--- config.mk ---
export PLATFORM = sky130hd
export DESIGN_NAME = round_robin_task_scheduler
export DESIGN_NICKNAME = d
export VERILOG_FILES = /design/src/rtl/rrts_pkg.sv /design/src/rtl/round_robin_task_scheduler.sv /design/src/rtl/rrts_cell.sv
export SDC_FILE = /design/constraint.sdc
export NUM_CORES = 1
export LEC_CHECK = 0
export BUFFER_PORTS_ARGS = -buffer_cell sky130_fd_sc_hd__buf_2
export CORE_UTILIZATION = 35
export DETAILED_ROUTE_END_ITERATION = 16
export SLEW_MARGIN = 20
export SYNTH_ARGS = -nofsm -noshare
export SYNTH_HDL_FRONTEND = slang
export SYNTH_SLANG_ARGS = --single-unit
--- constraint.sdc ---
create_clock -name clk -period 4.71 [get_ports clk]
set_input_delay 0.942 -clock clk [delete_from_list [all_inputs] [get_ports clk]]
set_output_delay 0.942 -clock clk [all_outputs]
set_load 0.005 [all_outputs]
--- src/rtl/rrts_pkg.sv ---
`timescale 1ns / 1ps
package rrts_pkg;

    typedef enum logic [2:0] {
        ST_DEAD      = 3'd0,
        ST_READY     = 3'd1,
        ST_RUNNING   = 3'd2,
        ST_SLEEPING  = 3'd3,
        ST_SUSPENDED = 3'd4,
        ST_BLOCKED   = 3'd5
    } task_state_t;

    // One row of the task table, apart from the sleep count.
    typedef struct packed {
        task_state_t st;
        logic        wait_valid;
        logic [2:0]  wait_sem;
    } entry_t;

    typedef struct packed {
        logic [3:0]  cmd;
        logic [3:0]  task_id;
        logic [15:0] sleep_ticks;
        logic [2:0]  sem_id;
    } cmd_item_t;

    typedef struct packed {
        logic [2:0] running_task;
        logic       tasking_on;
        logic       switched;
        logic [1:0] result_code;
    } result_item_t;

    localparam logic [3:0] CMD_TICK    = 4'd0;
    localparam logic [3:0] CMD_YIELD   = 4'd1;
    localparam logic [3:0] CMD_CREATE  = 4'd2;
    localparam logic [3:0] CMD_KILL    = 4'd3;
    localparam logic [3:0] CMD_SLEEP   = 4'd4;
    localparam logic [3:0] CMD_SUSPEND = 4'd5;
    localparam logic [3:0] CMD_RESUME  = 4'd6;
    localparam logic [3:0] CMD_ACQUIRE = 4'd7;
    localparam logic [3:0] CMD_RELEASE = 4'd8;
    localparam logic [3:0] CMD_START   = 4'd9;
    localparam logic [3:0] CMD_STOP    = 4'd10;

    localparam logic [1:0] RC_OK       = 2'd0;
    localparam logic [1:0] RC_BAD_ID   = 2'd1;
    localparam logic [1:0] RC_BLOCKED  = 2'd2;
    localparam logic [1:0] RC_INACTIVE = 2'd3;

    typedef enum logic [3:0] {
        S_IDLE = 4'b0001,
        S_EDIT = 4'b0010,
        S_SEL  = 4'b0100,
        S_DONE = 4'b1000
    } fsm_t;

endpackage

--- src/rtl/round_robin_task_scheduler.sv ---
`timescale 1ns / 1ps
// Round-robin task scheduler with sleep counts and binary semaphores.
// Commands arrive as items on in_item under in_valid / in_stall; each command
// gives exactly one result item on out_item under out_valid / out_stall,
// carrying the running task, the tasking flag, a switch flag and a code.
// The single configuration bit single_task_mode is written through cfg_we /
// cfg_data; the user must write it only while the block is idle, which the
// block itself does not enforce.
// The task table sits in a ring of TASK_COUNT cells that rotates by one entry
// per cycle past an edit point. Every command takes one full rotation; a
// command that runs a task selection takes two more rotations for the
// round-robin search, after which the result is registered on out_item.
// One item is worked on at a time; in_stall is high while a command is in work.
// A result waiting in the output register does not keep the next item out,
// but that item's result waits until the receiver takes the earlier one.
// Reset marks all tasks dead, clears the semaphores and turns tasking off.
module round_robin_task_scheduler
    import rrts_pkg::*;
#(
    parameter int TASK_COUNT = 8,
    parameter int SEM_COUNT  = 8,
    parameter int SLEEP_BITS = 16
)
(
    input  logic         clk,
    input  logic         rst_n,
    input  logic         cfg_we,
    input  logic         cfg_data,
    input  logic         in_valid,
    output logic         in_stall,
    input  cmd_item_t    in_item,
    output logic         out_valid,
    input  logic         out_stall,
    output result_item_t out_item
);

    localparam int IW = $clog2(TASK_COUNT);
    localparam int SW = (SEM_COUNT > 1) ? $clog2(SEM_COUNT) : 1;
    localparam logic [IW-1:0] LAST_ID = IW'(TASK_COUNT - 1);
    localparam logic [32:0]   SMAX = (33'd1 << SLEEP_BITS) - 33'd1;

    entry_t                ring_entry [TASK_COUNT];
    logic [SLEEP_BITS-1:0] ring_sleep [TASK_COUNT];
    entry_t                ed_entry;
    logic [SLEEP_BITS-1:0] ed_sleep;
    logic                  rot;

    fsm_t                  state_reg, state_next;
    logic [IW-1:0]         head_reg, head_next;
    logic                  pass_reg, pass_next;
    logic [3:0]            cmd_reg, cmd_next;
    logic [IW-1:0]         tid_reg, tid_next;
    logic [2:0]            sem_reg, sem_next;
    logic [SLEEP_BITS-1:0] ticks_reg, ticks_next;
    logic                  ok_reg, ok_next;
    logic                  swe_reg, swe_next;
    logic                  dec_reg, dec_next;
    logic                  sel_reg, sel_next;
    logic [IW-1:0]         from_reg, from_next;
    logic [1:0]            code_reg, code_next;
    logic                  claimed_reg, claimed_next;
    logic                  found_reg, found_next;
    logic [IW-1:0]         cur_reg, cur_next;
    logic                  active_reg, active_next;
    logic [SEM_COUNT-1:0]  taken_reg, taken_next;
    logic                  stm_reg;
    logic                  out_valid_reg, out_valid_next;
    result_item_t          out_reg, out_next;

    logic                  id_ok, sem_ok, sem_busy;
    logic [IW-1:0]         tidx;
    logic [SW-1:0]         sidx;

    genvar gi;
    generate
        for (gi = 0; gi < TASK_COUNT; gi++)
        begin : g_cell
            if (gi == TASK_COUNT - 1)
            begin : g_tail
                rrts_cell #(.SLEEP_BITS(SLEEP_BITS)) u_cell (
                    .clk       (clk),
                    .rst_n     (rst_n),
                    .shift     (rot),
                    .nbr_entry (ed_entry),
                    .nbr_sleep (ed_sleep),
                    .entry     (ring_entry[gi]),
                    .sleep     (ring_sleep[gi])
                );
            end
            else
            begin : g_body
                rrts_cell #(.SLEEP_BITS(SLEEP_BITS)) u_cell (
                    .clk       (clk),
                    .rst_n     (rst_n),
                    .shift     (rot),
                    .nbr_entry (ring_entry[gi+1]),
                    .nbr_sleep (ring_sleep[gi+1]),
                    .entry     (ring_entry[gi]),
                    .sleep     (ring_sleep[gi])
                );
            end
        end
    endgenerate

    assign rot       = (state_reg == S_EDIT) || (state_reg == S_SEL);
    assign in_stall  = (state_reg != S_IDLE);
    assign out_valid = out_valid_reg;
    assign out_item  = out_reg;

    assign id_ok    = ({1'b0, in_item.task_id} < 5'(TASK_COUNT));
    assign sem_ok   = ({2'b0, in_item.sem_id} < 5'(SEM_COUNT));
    assign tidx     = IW'(in_item.task_id);
    assign sidx     = SW'(in_item.sem_id);
    assign sem_busy = sem_ok && taken_reg[sidx];

    // Edit point: the entry at the head of the ring is rewritten as it moves
    // to the tail, so one rotation visits every task in id order.
    always_comb
    begin
        entry_t                e;
        logic [SLEEP_BITS-1:0] s;
        logic                  hit_tid;
        logic                  hit_cur;
        logic                  consider;
        e            = ring_entry[0];
        s            = ring_sleep[0];
        hit_tid      = (head_reg == tid_reg);
        hit_cur      = (head_reg == cur_reg);
        consider     = 1'b0;
        found_next   = found_reg;
        claimed_next = claimed_reg;
        cur_next     = cur_reg;
        taken_next   = taken_reg;
        if (state_reg == S_EDIT)
        begin
            if (ok_reg)
            begin
                case (cmd_reg)
                    CMD_CREATE, CMD_KILL:
                    begin
                        if (hit_tid)
                        begin
                            e.st         = (cmd_reg == CMD_CREATE) ? ST_READY : ST_DEAD;
                            e.wait_valid = 1'b0;
                            s            = '0;
                        end
                    end
                    CMD_SLEEP:
                    begin
                        if (hit_cur)
                        begin
                            e.st = ST_SLEEPING;
                            s    = ticks_reg;
                        end
                    end
                    CMD_SUSPEND:
                    begin
                        if (hit_tid)
                            e.st = ST_SUSPENDED;
                    end
                    CMD_RESUME:
                    begin
                        if (hit_tid && e.st == ST_SUSPENDED)
                            e.st = ST_READY;
                    end
                    CMD_ACQUIRE:
                    begin
                        if (hit_cur)
                        begin
                            e.st         = ST_BLOCKED;
                            e.wait_valid = 1'b1;
                            e.wait_sem   = sem_reg;
                        end
                    end
                    CMD_RELEASE:
                    begin
                        if (hit_cur)
                            e.wait_valid = 1'b0;
                        if (!found_reg && e.wait_valid && e.wait_sem == sem_reg
                            && e.st == ST_BLOCKED)
                        begin
                            e.st       = ST_READY;
                            found_next = 1'b1;
                        end
                    end
                    CMD_START:
                    begin
                        if (e.st == ST_RUNNING)
                            e.st = ST_READY;
                    end
                    CMD_STOP:
                    begin
                        if (hit_cur && e.st == ST_RUNNING)
                            e.st = ST_READY;
                    end
                    default:
                    begin
                    end
                endcase
            end
            if (swe_reg && hit_cur && e.st == ST_RUNNING)
                e.st = ST_READY;
            if (dec_reg && e.st == ST_SLEEPING)
            begin
                if (s <= SLEEP_BITS'(1))
                begin
                    s    = '0;
                    e.st = ST_READY;
                end
                else
                begin
                    s = s - SLEEP_BITS'(1);
                end
            end
        end
        else if (state_reg == S_SEL)
        begin
            // First rotation covers ids from the start point up, the second
            // the ids below it, which gives round-robin order.
            consider = !claimed_reg &&
                       ((!pass_reg && head_reg >= from_reg) ||
                        (pass_reg && head_reg < from_reg));
            if (consider && e.st == ST_READY)
            begin
                if (e.wait_valid && taken_reg[SW'(e.wait_sem)])
                begin
                    e.st = ST_BLOCKED;
                end
                else
                begin
                    if (e.wait_valid)
                    begin
                        taken_next[SW'(e.wait_sem)] = 1'b1;
                        e.wait_valid                = 1'b0;
                    end
                    e.st         = ST_RUNNING;
                    cur_next     = head_reg;
                    claimed_next = 1'b1;
                end
            end
        end
        ed_entry = e;
        ed_sleep = s;
    end

    always_comb
    begin
        state_next     = state_reg;
        head_next      = head_reg;
        pass_next      = pass_reg;
        cmd_next       = cmd_reg;
        tid_next       = tid_reg;
        sem_next       = sem_reg;
        ticks_next     = ticks_reg;
        ok_next        = ok_reg;
        swe_next       = swe_reg;
        dec_next       = dec_reg;
        sel_next       = sel_reg;
        from_next      = from_reg;
        code_next      = code_reg;
        active_next    = active_reg;
        out_valid_next = out_valid_reg && out_stall;
        out_next       = out_reg;
        case (state_reg)
            S_IDLE:
            begin
                if (in_valid)
                begin
                    cmd_next   = in_item.cmd;
                    tid_next   = tidx;
                    sem_next   = in_item.sem_id;
                    ticks_next = ({17'b0, in_item.sleep_ticks} > SMAX) ?
                                 SMAX[SLEEP_BITS-1:0] : SLEEP_BITS'(in_item.sleep_ticks);
                    ok_next    = 1'b0;
                    swe_next   = 1'b0;
                    dec_next   = 1'b0;
                    sel_next   = 1'b0;
                    from_next  = (cur_reg == LAST_ID) ? '0 : cur_reg + IW'(1);
                    code_next  = RC_OK;
                    head_next  = '0;
                    state_next = S_EDIT;
                    case (in_item.cmd)
                        CMD_TICK, CMD_YIELD:
                        begin
                            if (!active_reg)
                                code_next = RC_INACTIVE;
                            else
                            begin
                                swe_next = !stm_reg;
                                sel_next = !stm_reg;
                                dec_next = !stm_reg && (in_item.cmd == CMD_TICK);
                            end
                        end
                        CMD_CREATE, CMD_RESUME:
                        begin
                            if (!id_ok)
                                code_next = RC_BAD_ID;
                            else
                                ok_next = 1'b1;
                        end
                        CMD_KILL, CMD_SUSPEND:
                        begin
                            if (!id_ok)
                                code_next = RC_BAD_ID;
                            else
                            begin
                                ok_next  = 1'b1;
                                swe_next = active_reg && !stm_reg;
                                sel_next = active_reg && !stm_reg;
                            end
                        end
                        CMD_SLEEP:
                        begin
                            if (!active_reg)
                                code_next = RC_INACTIVE;
                            else
                            begin
                                ok_next  = 1'b1;
                                swe_next = !stm_reg;
                                sel_next = !stm_reg;
                            end
                        end
                        CMD_ACQUIRE:
                        begin
                            if (!active_reg)
                                code_next = RC_INACTIVE;
                            else if (!sem_ok)
                                code_next = RC_BAD_ID;
                            else if (sem_busy)
                            begin
                                ok_next   = 1'b1;
                                code_next = RC_BLOCKED;
                                swe_next  = !stm_reg;
                                sel_next  = !stm_reg;
                            end
                        end
                        CMD_RELEASE:
                        begin
                            if (!active_reg)
                                code_next = RC_INACTIVE;
                            else if (!sem_ok)
                                code_next = RC_BAD_ID;
                            else
                            begin
                                ok_next  = 1'b1;
                                swe_next = !stm_reg;
                                sel_next = !stm_reg;
                            end
                        end
                        CMD_START:
                        begin
                            if (!id_ok)
                                code_next = RC_BAD_ID;
                            else if (!active_reg)
                            begin
                                ok_next     = 1'b1;
                                sel_next    = 1'b1;
                                from_next   = tidx;
                                active_next = 1'b1;
                            end
                        end
                        CMD_STOP:
                        begin
                            if (!active_reg)
                                code_next = RC_INACTIVE;
                            else
                            begin
                                ok_next     = 1'b1;
                                active_next = 1'b0;
                            end
                        end
                        default:
                        begin
                        end
                    endcase
                end
            end
            S_EDIT:
            begin
                head_next = (head_reg == LAST_ID) ? '0 : head_reg + IW'(1);
                if (head_reg == LAST_ID)
                begin
                    pass_next  = 1'b0;
                    state_next = sel_reg ? S_SEL : S_DONE;
                end
            end
            S_SEL:
            begin
                head_next = (head_reg == LAST_ID) ? '0 : head_reg + IW'(1);
                if (head_reg == LAST_ID)
                begin
                    if (pass_reg)
                    begin
                        if (!claimed_next)
                            active_next = 1'b0;
                        state_next = S_DONE;
                    end
                    else
                        pass_next = 1'b1;
                end
            end
            S_DONE:
            begin
                if (!out_valid_reg || !out_stall)
                begin
                    out_valid_next        = 1'b1;
                    out_next.running_task = 3'(cur_reg);
                    out_next.tasking_on   = active_reg;
                    out_next.switched     = claimed_reg;
                    out_next.result_code  = code_reg;
                    state_next            = S_IDLE;
                end
            end
            default:
            begin
                state_next = S_IDLE;
            end
        endcase
    end

    always_ff @(posedge clk or negedge rst_n)
    begin
        if (!rst_n)
        begin
            state_reg     <= S_IDLE;
            head_reg      <= '0;
            pass_reg      <= 1'b0;
            claimed_reg   <= 1'b0;
            found_reg     <= 1'b0;
            cur_reg       <= '0;
            active_reg    <= 1'b0;
            taken_reg     <= '0;
            stm_reg       <= 1'b0;
            out_valid_reg <= 1'b0;
            ok_reg        <= 1'b0;
            swe_reg       <= 1'b0;
            dec_reg       <= 1'b0;
            sel_reg       <= 1'b0;
        end
        else
        begin
            state_reg     <= state_next;
            head_reg      <= head_next;
            pass_reg      <= pass_next;
            cur_reg       <= cur_next;
            active_reg    <= active_next;
            out_valid_reg <= out_valid_next;
            ok_reg        <= ok_next;
            swe_reg       <= swe_next;
            dec_reg       <= dec_next;
            sel_reg       <= sel_next;
            if (cfg_we)
                stm_reg <= cfg_data;
            if (state_reg == S_IDLE && in_valid)
            begin
                claimed_reg <= 1'b0;
                found_reg   <= 1'b0;
                if (in_item.cmd == CMD_ACQUIRE && active_reg && sem_ok && !sem_busy)
                    taken_reg[sidx] <= 1'b1;
                else if (in_item.cmd == CMD_RELEASE && active_reg && sem_ok)
                    taken_reg[sidx] <= 1'b0;
            end
            else
            begin
                claimed_reg <= claimed_next;
                found_reg   <= found_next;
                taken_reg   <= taken_next;
            end
        end
    end

    always_ff @(posedge clk)
    begin
        cmd_reg   <= cmd_next;
        tid_reg   <= tid_next;
        sem_reg   <= sem_next;
        ticks_reg <= ticks_next;
        from_reg  <= from_next;
        code_reg  <= code_next;
        out_reg   <= out_next;
    end

endmodule

--- src/rtl/rrts_cell.sv ---
`timescale 1ns / 1ps
module rrts_cell
    import rrts_pkg::*;
#(
    parameter int SLEEP_BITS = 16
)
(
    input  logic                  clk,
    input  logic                  rst_n,
    input  logic                  shift,
    input  entry_t                nbr_entry,
    input  logic [SLEEP_BITS-1:0] nbr_sleep,
    output entry_t                entry,
    output logic [SLEEP_BITS-1:0] sleep
);

    entry_t                entry_reg;
    logic [SLEEP_BITS-1:0] sleep_reg;

    always_ff @(posedge clk or negedge rst_n)
    begin
        if (!rst_n)
        begin
            entry_reg <= '{st: ST_DEAD, wait_valid: 1'b0, wait_sem: 3'd0};
            sleep_reg <= '0;
        end
        else if (shift)
        begin
            entry_reg <= nbr_entry;
            sleep_reg <= nbr_sleep;
        end
    end

    assign entry = entry_reg;
    assign sleep = sleep_reg;

endmodule

Yosys cells after proc, flatten, opt, wreduce, memory -nomap -nowiden --
Cells that the tools add are included.
Storage, ports and cells: bits in registers 250, input port bits 33
Cells by class: $add $sub $neg 3, magnitude comparators 8, eq/ne operators 46, multiplexer cells 108, bitwise logic cells 6, reduce and logical (&&, ||, !) cells 61
Operator list (count):
- 2-to-1 mux 16 bit | 7
- 2-to-1 mux 8 bit | 8
- 2-to-1 mux 3 bit | 19
- 2-to-1 mux 1 bit | 42
- 2-to-1 mux 4 bit | 10
- == test 4 x 3 -> 1 bit (second input constant) | 9
- case mux 16 bit (2 select lines) | 1
- == test 4 bit (second input constant) | 7
- case mux 3 bit (8 select lines) | 1
- logical AND 1 bit | 22
- 2-to-1 mux 7 bit | 3
- == test 4 x 2 -> 1 bit (second input constant) | 5
- nonzero test 2 bit | 10
- less-or-equal comparator 16 x 1 -> 1 bit (second input constant) | 1
- OR 8 bit | 2
- case mux 4 bit (4 select lines) | 1
- subtractor 16 x 1 -> 16 bit (second input constant) | 1
- == test 3 bit (second input constant) | 4
- OR reduction 5 bit | 2
- == test 3 x 2 -> 1 bit (second input constant) | 3
- == test 3 bit | 3
- AND 8 bit | 1
- == test 4 x 1 -> 1 bit (second input constant) | 2
- < comparator 3 x 4 -> 1 bit (second input constant) | 2
- other kinds (33) | 66

Depth between registers and ports, before layout --
Gate-level depths: netlist of run 1.
depth in word-level cells 20, gate-level depth with buffers 13

Hierarchy --
A second synthesis of run 1 with hierarchy kept.
Second synthesis, totals: cells, all modules 913, area, all modules 11766.3 um^2
Modules (own cells, without submodules):
- rrts_cell | times used 8, cells each 48, area an instance 857.1 um^2, seq. area each 575.6 um^2
- round_robin_task_scheduler | times used 1, cells each 529, area an instance 4909.7 um^2, seq. area each 1843.0 um^2

Worst setup path after synthesis of run 1 --
Ideal clock, no wire load.
kind register -> register, start point register state_reg[3], end point register (tool-made name), library setup time 0.077 ns, data arrival time 2.994 ns, data required time 4.633 ns, setup slack 1.639 ns, stages on the path, launching flop included 10, buffers on the path 2, period minus slack after synthesis 3.071 ns, cell sequence dfrtp_1 -> clkbuf_1 -> nor4b_1 -> nand2_1 -> inv_1 -> buf_1 -> nand3_1 -> o41ai_1 -> a21oi_1 -> a21oi_1
RTL lines:
- start: declaration | line round_robin_task_scheduler.sv:48 | fsm_t state_reg, state_next;
- start signal: assignment | line round_robin_task_scheduler.sv:442 | state_reg <= state_next;

Worst setup path after layout of run 1 --
start point register cmd_reg[2], end point register g_cell[7].g_tail.u_cell.sleep_reg[2]
Between the ends: cells in the longest elaborated chain, start to end 14, elaborated cells on any way between the ends 29
RTL lines:
- start: declaration | line round_robin_task_scheduler.sv:51 | logic [3:0] cmd_reg, cmd_next;
- start signal: assignment | line round_robin_task_scheduler.sv:474 | cmd_reg <= cmd_next;
- == test 4 x 2 -> 1 bit | line round_robin_task_scheduler.sv:138, round_robin_task_scheduler.sv:143
- 2-to-1 mux 1 bit | line round_robin_task_scheduler.sv:143 | e.st = (cmd_reg == CMD_CREATE) ? ST_READY : ST_DEAD;
- 2-to-1 mux 4 bit | line round_robin_task_scheduler.sv:141 | if (hit_tid)
- case mux 3 bit (8 select lines) | line round_robin_task_scheduler.sv:138 | case (cmd_reg)
- 2-to-1 mux 7 bit | line round_robin_task_scheduler.sv:136 | if (ok_reg)
- 2-to-1 mux 7 bit | line round_robin_task_scheduler.sv:134 | if (state_reg == S_EDIT)
- == test 3 x 2 -> 1 bit | line round_robin_task_scheduler.sv:201 | if (swe_reg && hit_cur && e.st == ST_RUNNING)
- logical AND 1 bit | line round_robin_task_scheduler.sv:201
- 2-to-1 mux 3 bit | line round_robin_task_scheduler.sv:201
- 2-to-1 mux 3 bit | line round_robin_task_scheduler.sv:134
- == test 3 x 2 -> 1 bit | line round_robin_task_scheduler.sv:203 | if (dec_reg && e.st == ST_SLEEPING)
- logical AND 1 bit | line round_robin_task_scheduler.sv:203
- 2-to-1 mux 16 bit (*) | line round_robin_task_scheduler.sv:203
- 2-to-1 mux 16 bit (*) | line round_robin_task_scheduler.sv:134
- end signal: assignment | line rrts_cell.sv:30 | sleep_reg <= nbr_sleep;
- end: declaration | line rrts_cell.sv:18 | logic [SLEEP_BITS-1:0] sleep_reg;
Mark *: on every way between the ends. The rest lies on a longest branch, timed or not. The select of a mux whose other input is x is not followed. A chain may end at the register's enable or synchronous reset.

==> results.md, run 1 <==
- Hold/Removal Path Class: input pin to asynchronous set/reset pin
- Largest net degree at the start of global routing: about 100
- Vias in the first global route: around 7900
- Mapped Cells: 1220
- Post-synthesis cell area: 11400 sq um
- Gr usage total: between 10% and 20%
- Clock sinks: 250
- Final non-filler cell total: 1655
- Final Hold Viols: 0
- Final TNS setup: 0 ns
- PwrDens: 457 nW/um^2
- Residual DRC: 0
- Slowest stage delay, CP: 0.55 ns
- CTS Buf Count: 27
- Clock-pin slew on the worst setup and hold paths: around 0.06 ns
- Crit. End Element: flop
- PostCTS Resize Cnt: 0
- Placed instance area: 11900 sq um
- CP Max Fanout: 17
- Worst path buffer plus inverter count: 0
- Setup ws final: 1.11 ns
- GPL Wtd Cong: about 0.87
- Synth Area in Compound Gates: a little under an eighth
- Final setup violation count: 0
- RSZ-0062 raised after global routing: no
- N_diodes: 0
- Worst skew pair latency: 0.54 ns
- Leak: around 0.0062 uW
- IO buf count: 41
- Final Skew: 0.0115 ns
- CTS tree: done
- Chip width: 182 um
- Routed Antenna Nets: 0
- Final std cell area, no fill: 12800 sq um
- Final core occ: just over 40%
- Avg Cell Area, Syn: 9.31 sq um
- CP endpoint: g_cell[7].g_tail.u_cell.sleep[2]
- Syn_nets: 1262
- Share of layout cells above drive strength 1: 10.9%
- Max Fclk: 0.278 GHz
- Status: finished clean
- R2r setup slk: 1.11 ns
- Critical R2R Launch: cmd_reg[2]
- Simple-Gate Fraction of Synth Area: 23.6%
- Die area: between 30000 and 40000 sq um
- TritonRoute pass-1 iters: 5
- Post-synth EDFFs: 38
- Total gr overflow: 0
- Cells after DPL: 1607
- Synth Area in XOR/XNOR: 1.93%
- Synth Flop Type: dfrtp_1
- Yosys top cell area share: 46.5%
- Critical-path top delay cell: o21ai_4
- Worst Path Arrival: 3.99 ns
- Sequential-to-total area share from yosys stat: 56.8%
- H-tree levels: 1
- Final #Nets: 1276
- Via density: 5.03
- Initial antenna violation count: 0
- Clock root cell: clkbuf_16
- Worst setup path start: cmd_reg[2]
- Final HPWL DP: 15.7 mm
- Setup bufs post-CTS: 0
- DR WL/cell: 14.8 um
- WP data required: 5.09 ns
- Max Root-Sink Buffers: 3
- Final period demand of the worst path: 3.60 ns
- Rows: 65
- Total number of vias: 8322
- Commonest non-fill, non-tap cell in the layout: nand2_1
- Synth area leader: dfrtp_1
- Core area: around 32000 sq um
- CP Cell Sequence: or3b_1 > and4b_1 > o21ai_1 > a22oi_1 > ha_1 > o211ai_1 > o21ai_4 > o21ai_0
- Area added between synthesis and finish: 12.8%
- Yosys reg bits: between 200 and 300
- Max rail drop VDD: roughly 330 uV
- Reg2reg end: g_cell[7].g_tail.u_cell.sleep[2]
- Max-Cap Viols: 0
- Worst-Margin Slew: 1.02 ns
- Register-to-Register Path Depth: 8
- Max FFs per register: roughly 110
- Final wirelength: 24.5 mm
- Largest family of logic cells by synthesized area: simple AND/OR/NAND/NOR gates
- CTS Hold Bufs: 0
- Adder-cell share of the synthesized area: 0.992%
- Ys Warns: 0
- First-pass GRT wire length: around 42 mm
- DR iter-0 viols: between 400 and 500
- Die Y-Extent: 182 um
- Most frequent cells in the layout: 512 x nand2_1, 211 x dfrtp_1, 40 x buf_2, 38 x edfxtp_1, 36 x o21ai_0
- Unique masters post-synth: 76
- Mux cell area share after synthesis: between 1 and 1.5%
- CP Depth: 8
- Tcrit/Tclk final: 76.5%
- Pre-CTS WS: 1.09 ns
- Slew HR: 31.2%
- Class of the most critical setup path: flop to flop
- Initial core utilization: 35.8%
- # IOs: 42
- Largest delay contributor family on the critical path: compound AO/OA/AOI/OAI gates
- Final Max Slew Viols: 0
- Top cells by area, synth: dfrtp_1 47%, nand2_1 17%, edfxtp_1 10%
- Crit start category: flop
- Async set or reset register ratio after synthesis: 84.8%
-- kinds of logic after synthesis --
group,Yosys count
compound gates,189
xor+xnor,25
flops,250
simple gates,637
mux,15
buf+inv,95
fa+ha+maj,9
-- through the flow --
step	hold WS (ns)	power, uW
2_1_floorplan	0.400	3450
3_3_place_gp	0.428	3790
3_5_place_dp	0.421	3790
4_1_cts	0.448	5930
5_1_grt	0.459	6180
6_report	0.428	5860
-- power by group --
part | internal (uW) | leakage, uW | switching (uW)
Clock | 1270 | 0.000440 | 838
Combinational | 332 | 0.00249 | 760
Sequential | 2470 | 0.00327 | 193
Total | 4060 | 0.00620 | 1790
-- worst reg2reg max path: stages (launching register included) --
cell and delay, ns:
edfxtp_1 0.53, or3b_1 0.47, and4b_1 0.36, o21ai_1 0.34, a22oi_1 0.41, ha_1 0.41, o211ai_1 0.17, o21ai_4 0.55
o21ai_0 0.20
-- layout make-up --
cell class	count	area, sq um
tap	402	503
fill	3117	18900
sequential	250	6450
clock inverter	5	53.8
clock buffer	43	838
inverter	23	86.3
multi-input combinational	875	4520
timing repair buffer	57	360
-- worst min path at each step --
stage	endpoint	slack, ns	depth (start not counted)
5_1_grt	out_item[1]	0.46	0
2_1_floorplan	out_item[0]	0.40	0
3_3_place_gp	out_item[0]	0.43	0
3_5_place_dp	out_item[0]	0.42	0
6_report	g_cell[3].g_body.u_cell.sleep[10]	0.43	1
4_1_cts	out_item[0]	0.45	0
-- cells in the mapped netlist (3+ instances only) --
| cell type | n |
|---|---|
| nand3_1 | 19 |
| and2_1 | 4 |
| a221oi_1 | 3 |
| nor2_1 | 28 |
| xnor2_1 | 18 |
| mux2_2 | 8 |
| o41ai_1 | 8 |
| buf_6 | 5 |
| dfrtp_1 | 211 |
| buf_1 | 4 |
| a21o_1 | 3 |
| clkbuf_1 | 56 |
| nor4b_1 | 3 |
| nand4_1 | 13 |
| buf_2 | 4 |
| nand2b_1 | 10 |
| a32oi_1 | 3 |
| or3_1 | 6 |
| o21ai_0 | 36 |
| nor3_1 | 8 |
| ha_1 | 9 |
| edfxtp_1 | 38 |
| a22oi_1 | 35 |
| xor2_1 | 7 |
| o21a_1 | 4 |
| a22o_1 | 4 |
| a21oi_1 | 35 |
| o21ai_2 | 11 |
| a31oi_1 | 5 |
| mux2i_1 | 7 |
| nand3b_1 | 3 |
| a22o_2 | 3 |
| nor2b_1 | 10 |
| o31ai_1 | 3 |
| inv_1 | 23 |
| o211ai_1 | 5 |
| o2111ai_1 | 4 |
| o22ai_1 | 3 |
| nand2_1 | 513 |
-- routing by layer --
| layer | track usage (%) | share of wire, % | wire length (um) | vias up |
|---|---|---|---|---|
| met5 | 0 | 0 | 0 | - |
| met4 | 3.83 | 1.8 | 437 | 0 |
| met3 | 1.88 | 4.1 | 1010 | 34 |
| met2 | 22.8 | 43 | 10700 | 156 |
| met1 | 23.1 | 51 | 12400 | 4008 |
| li1 | - | - | - | 4124 |
Note: power is estimated with default switching activity, not from simulation.
==> run 2, diff against run 1 <==
==> constraint.sdc (replaced) <==
create_clock -name clk -period 3.05 [get_ports clk]
set_input_delay 0.61 -clock clk [delete_from_list [all_inputs] [get_ports clk]]
set_output_delay 0.61 -clock clk [all_outputs]
set_load 0.005 [all_outputs]
==> results.md, run 2 (synthesis results as in run 1) <==
- Max Fclk: 0.342 GHz (was 0.278 GHz)
- Vias in the first global route: 8310 (was 7936)
- Sequential power share: 45.1% (was 45.4%)
- Max FFs per register: 112 (unchanged)
- Hold/Removal Path Class: input pin to asynchronous set/reset pin (unchanged)
- Sw frac: 31.1% (was 30.6%)
- Setup bufs post-CTS: 0 (unchanged)
- IO buf count: 41 (unchanged)
- H-tree levels: 1 (unchanged)
- Slew HR: 46.2% (was 31.2%)
- Initial core utilization: 35.8% (unchanged)
- Worst path buffer plus inverter count: 1 (was 0)
- CP Max Fanout: 13 (was 17)
- Max Root-Sink Buffers: 3 (unchanged)
- Multi-input gate area: 4550 sq um (was 4520 sq um)
- Worst skew pair latency: 0.55 ns (was 0.54 ns)
- Largest delay contributor family on the critical path: simple AND/OR/NAND/NOR gates (was compound AO/OA/AOI/OAI gates)
- Worst hold margin: 0.0839 ns (was 0.428 ns)
- DR WL/cell: 14.6 um (was 14.8 um)
- WP data required: 3.48 ns (was 5.09 ns)
- Share of layout cells above drive strength 1: 13.4% (was 10.9%)
- Clock sinks: 250 (unchanged)
- Routed Antenna Nets: 0 (unchanged)
- Final wirelength: 24.7 mm (was 24.5 mm)
- FILL cells: 3165 (was 3117)
- Slowest stage delay, CP: 0.47 ns (was 0.55 ns)
- Rows: 65 (unchanged)
- Chip width: 182 um (unchanged)
- N_diodes: 0 (unchanged)
- Via density: 5.05 (was 5.03)
- Final Skew: 0.0277 ns (was 0.0115 ns)
- Max rail drop VDD: 449 uV (was 329 uV)
- Crit. End Element: flop (unchanged)
- Tcrit/Tclk final: 95.9% (was 76.5%)
- Critical-path top delay cell: dfrtp_1 (was o21ai_4)
- Class of the most critical setup path: flop to flop (unchanged)
- DR iter-0 viols: 539 (was 469)
- Total number of vias: 8511 (was 8322)
- Leak: 0.00637 uW (was 0.00620 uW)
- TritonRoute pass-1 iters: 5 (unchanged)
- Total gr overflow: 0 (unchanged)
- Initial antenna violation count: 0 (unchanged)
- Core area: 31700 sq um (unchanged)
- Gr usage total: 15.3% (was 15.2%)
- Clock share of power: 34.4% (was 36.0%)
- Final setup violation count: 0 (unchanged)
- # IOs: 42 (unchanged)
- CP Cell Sequence: xor2_1 > or3_4 > a22o_2 > a22oi_2 > and3_2 > and4b_1 > buf_4 > nand4_1 > xnor2_2 > o21ai_2 (was or3b_1 > and4b_1 > o21ai_1 > a22oi_1 > ha_1 > o211ai_1 > o21ai_4 > o21ai_0)
- First-pass GRT wire length: 42.1 mm (was 41.7 mm)
- GPL Wtd Cong: 0.877 (was 0.870)
- Final HPWL DP: 16.3 mm (was 15.7 mm)
- Max-Cap Viols: 0 (unchanged)
- Residual DRC: 0 (unchanged)
- Clock-pin slew on the worst setup and hold paths: 0.06 ns (about the same)
- CTS Buf Count: 26 (was 27)
- Crit start category: flop (unchanged)
- Combinational share of power: 20.5% (was 18.6%)
- Die area: 33200 sq um (unchanged)
- Worst Path Arrival: 3.36 ns (was 3.99 ns)
- Status: finished clean (unchanged)
- Die Y-Extent: 182 um (unchanged)
- Final period demand of the worst path: 2.92 ns (was 3.60 ns)
- Largest net degree at the start of global routing: 77 (was 102)
- Cell internal pwr: 6260 uW (was 4060 uW)
- PwrDens: 694 nW/um^2 (was 457 nW/um^2)
- FF/Latch Area: 6450 sq um (unchanged)
- Final Hold Viols: 0 (unchanged)
- Sw Pwr: 2830 uW (was 1790 uW)
- Final TNS setup: 0 ns (unchanged)
- Most frequent cells in the layout: 512 x nand2_1, 211 x dfrtp_1, 40 x buf_2, 38 x edfxtp_1, 38 x buf_4 (was 512 x nand2_1, 211 x dfrtp_1, 40 x buf_2, 38 x edfxtp_1, 36 x o21ai_0)
- Clock root cell: clkbuf_16 (unchanged)
- CTS Hold Bufs: 0 (unchanged)
- Area added between synthesis and finish: 15.3% (was 12.8%)
- CTS tree: done (unchanged)
- Final Max Slew Viols: 0 (unchanged)
- Final #Nets: 1306 (was 1276)
- Worst-Margin Slew: 0.807 ns (was 1.02 ns)
- Commonest non-fill, non-tap cell in the layout: nand2_1 (unchanged)
==> run 2: changes by cell type in the layout (fill, tap and decap cells not counted), sizes merged <==
| cell | change |
|---|---|
| inv | -1 |
| clkinv | +4 |
| clkbuf | -3 |
| buf | +30 |
==> run 2: area by class of cell <==
cell class                      count  area share, %
Timing Repair Buffer               88           5.12
Clock buffer                       39           5.81
Inverter                           23          0.659
Clock inverter                      8          0.583
Sequential cell                   250           49.2
Multi-Input combinational cell    875           34.7
Tap cell                          402           3.84
==> run 2: power groups by stage <==
stage	combinational, uW	sequential (uW)	clock, uW
finish	1860	4100	3120
CTS	1860	4090	3190
floorplan	1300	4020	0
global route	2080	4150	3330
detailed placement	1860	4150	0
global placement	1840	4140	0
==> run 2: routing by layer <==
metal	GRT usage [%]	wire, um	vias to the layer above
met2	23.6	10800	193
met3	2.08	986	67
li1	-	-	4195
met4	5.98	805	0
met1	21.9	12100	4056
met5	0	0	-
==> run 2: per-stage QoR <==
| step | worst slack (ns) | area [sq um] | util, % | power [uW] | std cells |
|---|---|---|---|---|---|
| 5_1_grt | -0.0305 | 13100 | 41.3 | 9560 | 1685 |
| 3_3_place_gp | 0.119 | 12200 | 38.5 | 5980 | 1638 |
| 4_1_cts | 0.0461 | 13100 | 41.2 | 9150 | 1685 |
| 3_5_place_dp | 0.0511 | 12200 | 38.5 | 6000 | 1638 |
| 6_report | 0.125 | 13100 | 41.3 | 9090 | 1685 |
| 2_1_floorplan | 0.0529 | 11400 | - | 5330 | 1220 |
==> run 2: path summary, 6_finish.rpt <==
path / from / to / slack, ns / cells past startpoint
worst min register to register: code_reg[0] / out_item[0] / 0.43 / 0
min in group clk: in_item[15] / ticks_reg[12] / 0.24 / 1
worst max-delay path: head_reg[2] / g_cell[7].g_tail.u_cell.sleep[10] / 0.13 / 10
worst min-delay path: rst_n / g_cell[4].g_body.u_cell.sleep[0] / 0.08 / 1
worst max register to register: head_reg[2] / g_cell[7].g_tail.u_cell.sleep[10] / 0.13 / 10
max in group asynchronous: rst_n / state_reg[0] / 2.11 / 2
==> run 2: worst register-to-register path, delay by kind of cell (launching register included) <==
family,cells,cell delay [ns]
XOR/XNOR,2,0.46
AND/OR/NAND/NOR,4,1.11
AO/OA/AOI/OAI,3,0.60
buffers and inverters,1,0.18
flip-flops,1,0.47
==> run 2: timing repair <==
action | in CTS | in global routing
resized for setup | 0 | 7
endpoints found under the hold margin | 0 | 0
endpoints found under the setup margin | 0 | 17
==> run 3, diff against run 2 <==
--- a/config.mk
+++ b/config.mk
@@ -6,6 +6,7 @@
 export NUM_CORES = 1
 export LEC_CHECK = 0
 export BUFFER_PORTS_ARGS = -buffer_cell sky130_fd_sc_hd__buf_2
+export CORE_MARGIN = 4
 export CORE_UTILIZATION = 35
 export DETAILED_ROUTE_END_ITERATION = 16
 export SLEW_MARGIN = 20
==> results.md, run 3 (synthesis results as in run 1) <==
- FILL cells: 3146 (was 3165)
- First-pass GRT wire length: 43.2 mm (was 42.1 mm)
- Final Skew: 0.0219 ns (was 0.0277 ns)
- Critical R2R Launch: head_reg[2] (unchanged)
- Final wirelength: 25.0 mm (was 24.7 mm)
- Setup ws final: 0.148 ns (was 0.125 ns)
- Initial antenna violation count: 0 (unchanged)
- Final Max Slew Viols: 0 (unchanged)
- Clock sinks: 250 (unchanged)
- Cell internal pwr: 6290 uW (was 6260 uW)
- IO buf count: 41 (unchanged)
- Final TNS setup: 0 ns (unchanged)
- Most frequent cells in the layout: 512 x nand2_1, 210 x dfrtp_1, 46 x buf_4, 40 x buf_2, 38 x edfxtp_1 (was 512 x nand2_1, 211 x dfrtp_1, 40 x buf_2, 38 x edfxtp_1, 38 x buf_4)
- Tcrit/Tclk final: 95.1% (was 95.9%)
- Total number of vias: 8489 (was 8511)
- CTS Buf Count: 26 (unchanged)
- Max rail drop VDD: 450 uV (was 449 uV)
- H-tree levels: 1 (unchanged)
- Via density: 4.92 (was 5.05)
- Gr usage total: 14.3% (was 15.3%)
- Worst setup path start: head_reg[2] (unchanged)
- # IOs: 42 (unchanged)
- Chip width: 188 um (was 182 um)
- Slew HR: 49.5% (was 46.2%)
- RSZ-0062 raised after global routing: no
- Final setup violation count: 0 (unchanged)
- Commonest non-fill, non-tap cell in the layout: nand2_1 (unchanged)
- Residual DRC: 0 (unchanged)
- Die Y-Extent: 188 um (was 182 um)
- Routed Antenna Nets: 0 (unchanged)
- CTS tree: done (unchanged)
- Share of layout cells above drive strength 1: 14.0% (was 13.4%)
- Worst-Margin Slew: 0.757 ns (was 0.807 ns)
- R2r setup slk: 0.15 ns (was 0.13 ns)
- Max Fclk: 0.345 GHz (was 0.342 GHz)
- Initial core utilization: 35.7% (was 35.8%)
- Clock share of power: 34.1% (was 34.4%)
- Sequential power share: 44.9% (was 45.1%)
- TritonRoute pass-1 iters: 5 (unchanged)
- Max FFs per register: 112 (unchanged)
- Die area: 35400 sq um (was 33200 sq um)
- Sw Pwr: 2810 uW (was 2830 uW)
- PwrDens: 689 nW/um^2 (was 694 nW/um^2)
- WP data required: 3.45 ns (was 3.48 ns)
- DR iter-0 viols: 440 (was 539)
- Final period demand of the worst path: 2.90 ns (was 2.92 ns)
- Crit. End Element: flop (unchanged)
- Final Hold Viols: 0 (unchanged)
- Gr busiest metal: met2 (unchanged)
- DR WL/cell: 14.5 um (was 14.6 um)
- Hold/Removal Path Class: input pin to asynchronous set/reset pin (unchanged)
- Crit start category: flop (unchanged)
- Status: finished clean (unchanged)
- N_diodes: 0 (unchanged)
- CTS Hold Bufs: 0 (unchanged)
- Max-Cap Viols: 0 (unchanged)
- GR Layer Usage met2: 22.6% (was 23.6%)
- Pre-CTS WS: 0.111 ns (was 0.0511 ns)
- Combinational share of power: 21.0% (was 20.5%)
- GPL Wtd Cong: 0.887 (was 0.877)
- Area added between synthesis and finish: 16.3% (was 15.3%)
- Leak: 0.00640 uW (was 0.00637 uW)
- Final #Nets: 1314 (was 1306)
- Vias in the first global route: 8276 (was 8310)
- Total gr overflow: 0 (unchanged)
- Final HPWL DP: 17.0 mm (was 16.3 mm)
- CP Max Fanout: 13 (unchanged)
- Clock-pin slew on the worst setup and hold paths: 0.07 ns (was 0.06 ns)
- Core area: 31800 sq um (was 31700 sq um)
- GR Layer Usage met3: 2.10% (was 2.08%)
- Clock root cell: clkbuf_16 (unchanged)
- Max Root-Sink Buffers: 3 (unchanged)
- Rows: 65 (unchanged)
- Class of the most critical setup path: flop to flop (unchanged)
- GR Util met1: 21.0% (was 21.9%)
- Sw frac: 30.9% (was 31.1%)
- Worst skew pair latency: 0.54 ns (was 0.55 ns)
- Largest net degree at the start of global routing: 91 (was 77)
- Worst Path Arrival: 3.30 ns (was 3.36 ns)
## run 3: cell types whose count changed in the layout (fill, tap and decap cells not counted), moves of 2 or more
cell      delta
clkinv_4     +2
buf_4        +8
xnor2_2      -2
clkbuf_1     -5
xnor2_1      +2
clkinv_2     -2
clkinv_1     +6
## run 3: power by group through the flow
stage          registers (uW)  logic (uW)  clock network, uW
2_1_floorplan            4020        1300                  0
3_3_place_gp             4130        1890                  0
3_5_place_dp             4140        1910                  0
4_1_cts                  4080        1910               3200
5_1_grt                  4140        2150               3350
6_report                 4090        1910               3100
## run 3: per-stage QoR
step / hold WS [ns] / cell area (sq um) / std cells / power (uW) / utilization [%]
finish: 0.0325 / 13200 / 1726 / 9100 / 41.5
global route: 0.0579 / 13200 / 1726 / 9640 / 41.5
CTS: 0.0454 / 13200 / 1725 / 9190 / 41.4
detailed placement: 0.420 / 12300 / 1678 / 6050 / 38.8
global placement: 0.406 / 12300 / 1678 / 6020 / 38.8
floorplan: 0.314 / 11400 / 1220 / 5330 / -
## run 3: timing repair
| item | 4_1_cts | 5_1_grt |
|---|---|---|
| gates resized for setup | 0 | 7 |
| endpoints found under the setup margin | 0 | 7 |
| hold endpoints to repair | 0 | 0 |
| buffers inserted | 0 | 1 |
## run 3: cell type report
class | count | area, sq um | area share [%]
clock inverters | 15 | 136 | 1.03
repair buffers | 96 | 739 | 5.60
inverters | 23 | 86.3 | 0.654
well taps | 435 | 544 | 4.12
clock buffers | 32 | 703 | 5.32
flip-flops and latches | 250 | 6450 | 48.8
multi-input cells | 875 | 4550 | 34.4
## run 3: critical path: stages, from the launching register on
cell,delay (ns)
dfrtp_2,0.46
xor2_1,0.22
or3_4,0.48
nor2_1,0.13
o21ai_1,0.17
buf_4,0.24
a22oi_1,0.22
and2_1,0.22
o211ai_1,0.15
o21ai_4,0.22
buf_12,0.16
o21ai_0,0.10
## run 3: per-layer routing
metal | routed length [um] | vias up | share of wire (%)
met1 | 12100 | 4078 | 48
met5 | 0 | - | 0
li1 | - | 4200 | -
met2 | 11300 | 181 | 45
met3 | 1180 | 30 | 4.7
met4 | 389 | 0 | 1.6
## run 3: worst paths after layout
path,end,cells after the start
worst max register to register,g_cell[7].g_tail.u_cell.entry[5],11
min in group clk,ticks_reg[9],1
worst max-delay path,g_cell[7].g_tail.u_cell.entry[5],11
max in group asynchronous,state_reg[0],2
worst min register to register,out_item[0],0
worst min-delay path,g_cell[3].g_body.u_cell.sleep[12],1
